<file path="config.mk">
export PLATFORM = sky130hd
export DESIGN_NAME = nfc_command_frame_builder_flat
export DESIGN_NICKNAME = d
export VERILOG_FILES = /design/src/rtl/nfccfb_pkg.sv /design/src/rtl/nfccfb_if.sv /design/src/rtl/nfccfb_encoder.sv /design/src/rtl/nfccfb_emitter.sv /design/src/rtl/nfc_command_frame_builder.sv /design/src/flat_wrapper.sv
export SDC_FILE = /design/constraint.sdc
export NUM_CORES = 1
export LEC_CHECK = 0
export CORE_AREA = 5 5 42 44
export CTS_CLUSTER_DIAMETER = 50
export CTS_CLUSTER_SIZE = 8
export DETAILED_ROUTE_END_ITERATION = 7
export DIE_AREA = 0 0 47 49
export DONT_BUFFER_PORTS = 1
export MAX_ROUTING_LAYER = met4
export SLEW_MARGIN = 20
export SYNTH_ARGS = -nofsm -noshare
export SYNTH_HDL_FRONTEND = slang
export SYNTH_SLANG_ARGS = --single-unit
</file>
<file path="constraint.sdc">
create_clock -name clk -period 1.7 [get_ports clk]
set_clock_uncertainty 0.2 [all_clocks]
set_input_delay 0.17 -clock clk [delete_from_list [all_inputs] [get_ports clk]]
set_output_delay 0.17 -clock clk [all_outputs]
set_load 0.05 [all_outputs]
</file>
<file path="src/rtl/nfccfb_pkg.sv">
package nfccfb_pkg;

  localparam logic [9:0] NORMAL_MAX_LEN    = 10'd254;
  localparam logic [9:0] EXTENDED_MAX_LEN  = 10'd264;
  localparam logic [10:0] NORMAL_OVERHEAD   = 11'd8;
  localparam logic [10:0] EXTENDED_OVERHEAD = 11'd11;

  localparam logic [7:0] TFI_HOST   = 8'hD4;
  localparam logic [7:0] DCS_INIT   = 8'h2C;
  localparam logic [7:0] EXT_MARK   = 8'hFF;
  localparam logic [7:0] POSTAMBLE  = 8'h00;

  localparam logic CMD_START = 1'b0;
  localparam logic CMD_DATA  = 1'b1;

  localparam logic STATUS_OK      = 1'b0;
  localparam logic STATUS_TOO_LONG = 1'b1;

  // longest run of frame bytes one request can cause (extended header)
  localparam int BURST_MAX = 6;
  localparam int IDX_W     = $clog2(BURST_MAX);
  localparam int CNT_W     = $clog2(BURST_MAX + 1);

  typedef struct packed {
    logic       cmd;
    logic [9:0] payload_length;
    logic [7:0] data_byte;
  } item_t;

  typedef struct packed {
    logic [7:0]  out_byte;
    logic        last;
    logic        status;
    logic [10:0] frame_size;
  } result_t;

  typedef struct packed {
    logic [BURST_MAX-1:0][7:0] bytes;
    logic [CNT_W-1:0]          count;
    logic                      last;
    logic                      status;
    logic [10:0]               frame_size;
  } burst_t;

  typedef struct packed {
    logic       open;
    logic [9:0] left;
    logic [7:0] checksum;
  } frame_state_t;

endpackage

</file>
<file path="src/rtl/nfccfb_if.sv">
interface nfccfb_if #(
  parameter type payload_t = logic
);
  logic     valid;
  logic     ready;
  payload_t payload;

  modport source (output valid, output payload, input ready);
  modport sink (input valid, input payload, output ready);
endinterface

</file>
<file path="src/rtl/nfccfb_encoder.sv">
module nfccfb_encoder (
  input  nfccfb_pkg::item_t        item,
  input  nfccfb_pkg::frame_state_t state,
  output nfccfb_pkg::burst_t       burst,
  output nfccfb_pkg::frame_state_t state_next
);

  logic [10:0] lenp1;
  logic [7:0]  len_hi;
  logic [7:0]  len_lo;
  logic [7:0]  cs_next;
  logic [9:0]  left_next;

  assign lenp1     = {1'b0, item.payload_length} + 11'd1;
  assign len_hi    = {5'd0, lenp1[10:8]};
  assign len_lo    = lenp1[7:0];
  assign cs_next   = state.checksum - item.data_byte;
  assign left_next = state.left - 10'd1;

  always_comb begin
    burst      = '0;
    state_next = state;
    if (item.cmd == nfccfb_pkg::CMD_START) begin
      state_next.open     = 1'b0;
      state_next.left     = '0;
      state_next.checksum = nfccfb_pkg::DCS_INIT;
      if (item.payload_length <= nfccfb_pkg::NORMAL_MAX_LEN) begin
        burst.frame_size = {1'b0, item.payload_length} + nfccfb_pkg::NORMAL_OVERHEAD;
        burst.bytes[0]   = len_lo;
        burst.bytes[1]   = 8'd0 - len_lo;
        burst.bytes[2]   = nfccfb_pkg::TFI_HOST;
        if (item.payload_length == '0) begin
          // empty frame: trailer follows the header at once
          burst.bytes[3] = nfccfb_pkg::DCS_INIT;
          burst.bytes[4] = nfccfb_pkg::POSTAMBLE;
          burst.count    = nfccfb_pkg::CNT_W'(5);
          burst.last     = 1'b1;
        end else begin
          burst.count     = nfccfb_pkg::CNT_W'(3);
          state_next.open = 1'b1;
          state_next.left = item.payload_length;
        end
      end else if (item.payload_length <= nfccfb_pkg::EXTENDED_MAX_LEN) begin
        burst.frame_size = {1'b0, item.payload_length} + nfccfb_pkg::EXTENDED_OVERHEAD;
        burst.bytes[0]   = nfccfb_pkg::EXT_MARK;
        burst.bytes[1]   = nfccfb_pkg::EXT_MARK;
        burst.bytes[2]   = len_hi;
        burst.bytes[3]   = len_lo;
        burst.bytes[4]   = 8'd0 - (len_hi + len_lo);
        burst.bytes[5]   = nfccfb_pkg::TFI_HOST;
        burst.count      = nfccfb_pkg::CNT_W'(6);
        state_next.open  = 1'b1;
        state_next.left  = item.payload_length;
      end else begin
        burst.count         = nfccfb_pkg::CNT_W'(1);
        burst.last          = 1'b1;
        burst.status        = nfccfb_pkg::STATUS_TOO_LONG;
        state_next.checksum = '0;
      end
    end else if (state.open) begin
      burst.bytes[0]      = item.data_byte;
      state_next.checksum = cs_next;
      state_next.left     = left_next;
      if (left_next == '0) begin
        burst.bytes[1]  = cs_next;
        burst.bytes[2]  = nfccfb_pkg::POSTAMBLE;
        burst.count     = nfccfb_pkg::CNT_W'(3);
        burst.last      = 1'b1;
        state_next.open = 1'b0;
      end else begin
        burst.count = nfccfb_pkg::CNT_W'(1);
      end
    end
  end

endmodule

</file>
<file path="src/rtl/nfccfb_emitter.sv">
module nfccfb_emitter (
  input  logic                clk,
  input  logic                rst,
  input  logic                load,
  input  nfccfb_pkg::burst_t  burst_in,
  output logic                can_load,
  nfccfb_if.source            frame
);

  nfccfb_pkg::burst_t                 burst;
  logic                               loaded;
  logic [nfccfb_pkg::IDX_W-1:0]       idx;
  logic                               take;
  logic                               final_byte;
  nfccfb_pkg::result_t                res;

  assign take       = loaded && frame.ready;
  assign final_byte = (nfccfb_pkg::CNT_W'(idx) == (burst.count - nfccfb_pkg::CNT_W'(1)));
  assign can_load   = !loaded || (take && final_byte);

  always_comb begin
    res            = '0;
    res.out_byte   = burst.bytes[idx];
    res.last       = burst.last && final_byte;
    res.status     = burst.status;
    res.frame_size = burst.frame_size;
  end

  assign frame.valid   = loaded;
  assign frame.payload = res;

  always_ff @(posedge clk) begin
    if (rst) begin
      loaded <= 1'b0;
      idx    <= '0;
    end else if (load) begin
      // a request that causes no byte just lets the current run drain
      loaded <= (burst_in.count != '0);
      idx    <= '0;
    end else if (take) begin
      if (final_byte) begin
        loaded <= 1'b0;
      end else begin
        idx <= idx + nfccfb_pkg::IDX_W'(1);
      end
    end
  end

  always_ff @(posedge clk) begin
    if (load) begin
      burst <= burst_in;
    end
  end

endmodule

</file>
<file path="src/rtl/nfc_command_frame_builder.sv">
// Information frame encoder: takes a start request carrying the payload length and then one
// request per payload byte, and returns the frame from the LEN byte (extended frame: from its
// two FF markers) on, one byte per result (preamble not included). A payload byte gives one
// result; a start gives 3 (short frame), 6 (extended frame) or 5 (empty frame), and the
// final payload byte gives 3. The input waits meanwhile, since the output sequencer sends one
// frame byte per cycle unless the output stalls, and takes the next request in the cycle its
// last byte is taken. A length above 264 gives a single result with status and last set. A
// start abandons any open frame; payload bytes outside a frame are dropped without a result.
module nfc_command_frame_builder (
  input  logic     clk,
  input  logic     rst,
  nfccfb_if.sink   host,
  nfccfb_if.source frame
);

  nfccfb_pkg::frame_state_t state;
  nfccfb_pkg::frame_state_t state_next;
  nfccfb_pkg::burst_t       burst;
  logic                     can_load;
  logic                     accept;

  nfccfb_encoder u_encoder (
    .item       (host.payload),
    .state      (state),
    .burst      (burst),
    .state_next (state_next)
  );

  nfccfb_emitter u_emitter (
    .clk      (clk),
    .rst      (rst),
    .load     (accept),
    .burst_in (burst),
    .can_load (can_load),
    .frame    (frame)
  );

  assign host.ready = can_load;
  assign accept     = host.valid && can_load;

  always_ff @(posedge clk) begin
    if (rst) begin
      state <= '0;
    end else if (accept) begin
      state <= state_next;
    end
  end

endmodule

</file>
<file path="src/flat_wrapper.sv">
// flat-port wrapper written by rule: the top's interface ports become plain ports
module nfc_command_frame_builder_flat 
  (clk, rst, host_valid, host_payload, host_ready, frame_valid, frame_payload, frame_ready);
  nfccfb_if host_i ();
  nfccfb_if frame_i ();
  input  logic clk;
  input  logic rst;
  input wire logic [$bits(host_i.valid)-1:0] host_valid;
  input wire logic [$bits(host_i.payload)-1:0] host_payload;
  output wire logic [$bits(host_i.ready)-1:0] host_ready;
  output wire logic [$bits(frame_i.valid)-1:0] frame_valid;
  output wire logic [$bits(frame_i.payload)-1:0] frame_payload;
  input wire logic [$bits(frame_i.ready)-1:0] frame_ready;
  assign host_i.valid = host_valid;
  assign host_i.payload = host_payload;
  assign host_ready = host_i.ready;
  assign frame_valid = frame_i.valid;
  assign frame_payload = frame_i.payload;
  assign frame_i.ready = frame_ready;
  nfc_command_frame_builder u_core (.clk(clk), .rst(rst), .host(host_i), .frame(frame_i));
endmodule
</file>
==> impl_metrics.tcl <==
set metrics [dict create \
    status "finished clean" \
    grt_max_degree 6 \
    num_antenna_cells 0 \
    combPwrFrac 0.163 \
    fillCellCount 165 \
    switchingPower_mw 0.0703 \
    pre_cts_ws_ns 0.0443 \
    setup_violations 0 \
    post-cts-setup-buffer-count 0 \
    cts-buffers-inserted 3 \
    seqPwrFrac 0.382 \
    io_buffers 0 \
    slew_violations 0 \
    netlist_area_um2 226 \
    clock-sinks 4 \
    viasPerCell 4.50 \
    chipWidth_um 47 \
    overflow 0 \
    dieArea_mm2 0.00230 \
    fp-row-count 14 \
    setup_ws_ns 0.0954 \
    clockBufferDepth 2 \
    finalHoldViolCount 0 \
    rrSetupSlack_ns 0.12 \
    drc_errors 0 \
    fin_crit_sh 0.944 \
    syn_to_final_growth_pct 37.6 \
    worstPathRequired_ns 1.33 \
    ys_seq_area_frac 0.354 \
    synth_fp_nets 34 \
    fmax_ghz 0.623 \
    clockRootBuffer "clkbuf_4" \
    syn_inst 27 \
    rr_endpoint "u_core.u_emitter.idx[1]" \
    maxCapViolCount 0 \
    min_path_cells 2 \
    hp-class "input pin to flop" \
    clk_latency_ns 0.23 \
    min-delay-start "host_valid" \
    initial_core_util 0.162 \
    detail_route.wl_per_cell_um 10.5 \
    pwr-share-clk 0.455 \
    min_period_ns 1.60 \
    worstSetupStartpointType "flop" \
    num_vias 225 \
    ys_ff_latch 4 \
    core_area_mm2 0.00140 \
    yosys_warnings 0 \
    nets 43 \
    dpl.cell_count 44 \
    crit_type "flop to output pin" \
    cts_tree "done" \
    htreeDepth 1 \
    grt.total_usage 0.0577 \
    path_max_fanout 4 \
    drive_gt1_frac 0.206 \
    hold_end "u_core.u_emitter.idx[2]" \
    path_clk_slew_ns 0.04 \
    die_y_um 49 \
    ir_drop_mv 0.259 \
    grt_pass1_vias 220 \
    rsz0062_at_grt "true" \
    dr.pass1.iters 2 \
    critPathCaptureType "output pin" \
    reg2reg_depth 5 \
    drt_iter0_drc 2 \
    antenna_found_initial 0 \
    power.density_mw_per_mm2 838 \
    total_leakage_power_nw 0.115 \
    fin_cells 50 \
    p_int_mw 0.191 \
    routed_wl_um 526 \
    gp_congestion 0.709 \
    layout_common_cells "4 x dfxtp_1, 3 x a21oi_1, 3 x clkbuf_4, 3 x dlygate4sd3_1" \
    grt_pass1_wl_um 828 \
    r2r-start "u_core.u_emitter.idx[0]" \
    synth.distinct_cells 18 \
    io_pins 8 \
    layout_commonest_cell "dfxtp_1" \
    crit_arrival_ns 1.23 \
    p_sw_frac 0.269 \
    syn_area_per_cell_um2 8.39 \
    ant_nets 0 \
]
==> flip-flops by register name, summed over array words and instances (netlist names) <==
| register | count |
|---|---|
| u_core.u_emitter.frame.valid | 1 |
| u_core.u_emitter.idx | 3 |
==> cell type report <==
type,instances,area (um2),share of cell area
multi-input combinational,20,136,0.438
sequential,4,80.1,0.257
timing repair buffer,5,45.0,0.145
clock buffer,3,22.5,0.0723
tap,16,20.0,0.0643
inverter,2,7.51,0.0241
==> per-stage QoR <==
stage	total power [mW]	cell area [um2]	utilization	TNS [ns]	hold slack (ns)
final	0.261	312	0.222	0	0.0555
after global routing	0.277	312	0.222	-0.0198	0.0622
after CTS	0.266	307	0.219	0	0.0382
after detailed placement	0.137	254	0.181	0	0.0456
after global placement	0.136	254	0.181	0	0.0439
after floorplan	0.130	226	-	0	0.0424
==> power groups by stage <==
stage	Clock (mW)	Combinational (mW)	Sequential, mW
floorplan	0	0.0230	0.107
global placement	0	0.0353	0.101
detailed placement	0	0.0361	0.101
CTS	0.124	0.0423	0.0997
global route	0.132	0.0455	0.0998
finish	0.119	0.0426	0.0996
==> cell usage after synthesis <==
| master | n | share of area |
|---|---|---|
| a211oi_1 | 1 | 0.033 |
| a21oi_1 | 3 | 0.066 |
| a311o_1 | 1 | 0.044 |
| a31oi_1 | 1 | 0.028 |
| and2_4 | 1 | 0.039 |
| buf_4 | 1 | 0.033 |
| conb_1 | 1 | 0.017 |
| dfxtp_1 | 4 | 0.35 |
| ha_1 | 2 | 0.11 |
| inv_1 | 2 | 0.033 |
| nand2_1 | 2 | 0.033 |
| nand3_1 | 1 | 0.022 |
| nor2_1 | 1 | 0.017 |
| nor2b_1 | 1 | 0.028 |
| nor3b_1 | 1 | 0.033 |
| o21ai_0 | 2 | 0.044 |
| or3_1 | 1 | 0.028 |
| or3b_1 | 1 | 0.039 |
==> kinds of logic after synthesis <==
kind of cell / synth area share
simple gates: 0.238
compound gates: 0.215
flops: 0.354
buf+inv: 0.0663
fa+ha+maj: 0.110
other cells: 0.0166
==> what timing repair did <==
item / in CTS / in global routing
endpoints found under the setup margin: 0 / 2
endpoints found under the hold margin: 4 / 0
hold buffers: 3 / 0
gates resized for setup: 0 / 1
==> worst max-delay path, cell delays in order, from the launching register on <==
cell     delay [ns]
dfxtp_1        0.35
inv_1          0.06
ha_1           0.22
nand3_1        0.12
nand2_1        0.06
buf_4          0.19
==> routing by layer <==
layer  up-vias  GRT usage  wire (um)
li1        108          -          -
met1       105     0.0395        192
met2        10     0.0792        235
met3         2     0.0812         85
met4         0     0.0230         13
met5         -          -          0
==> worst max path at each step <==
stage | endpoint | slack [ns] | start
final | host_ready | 0.1 | u_core.u_emitter.idx[0]
after global routing | host_ready | -0.02 | u_core.u_emitter.idx[0]
after CTS | u_core.u_emitter.idx[2] | 0.03 | u_core.u_emitter.idx[0]
after detailed placement | u_core.u_emitter.idx[2] | 0.04 | u_core.u_emitter.idx[0]
after global placement | u_core.u_emitter.idx[2] | 0.07 | u_core.u_emitter.idx[0]
after floorplan | u_core.u_emitter.idx[1] | 0.10 | u_core.u_emitter.frame.valid
Power figures use the tool's default switching activity.
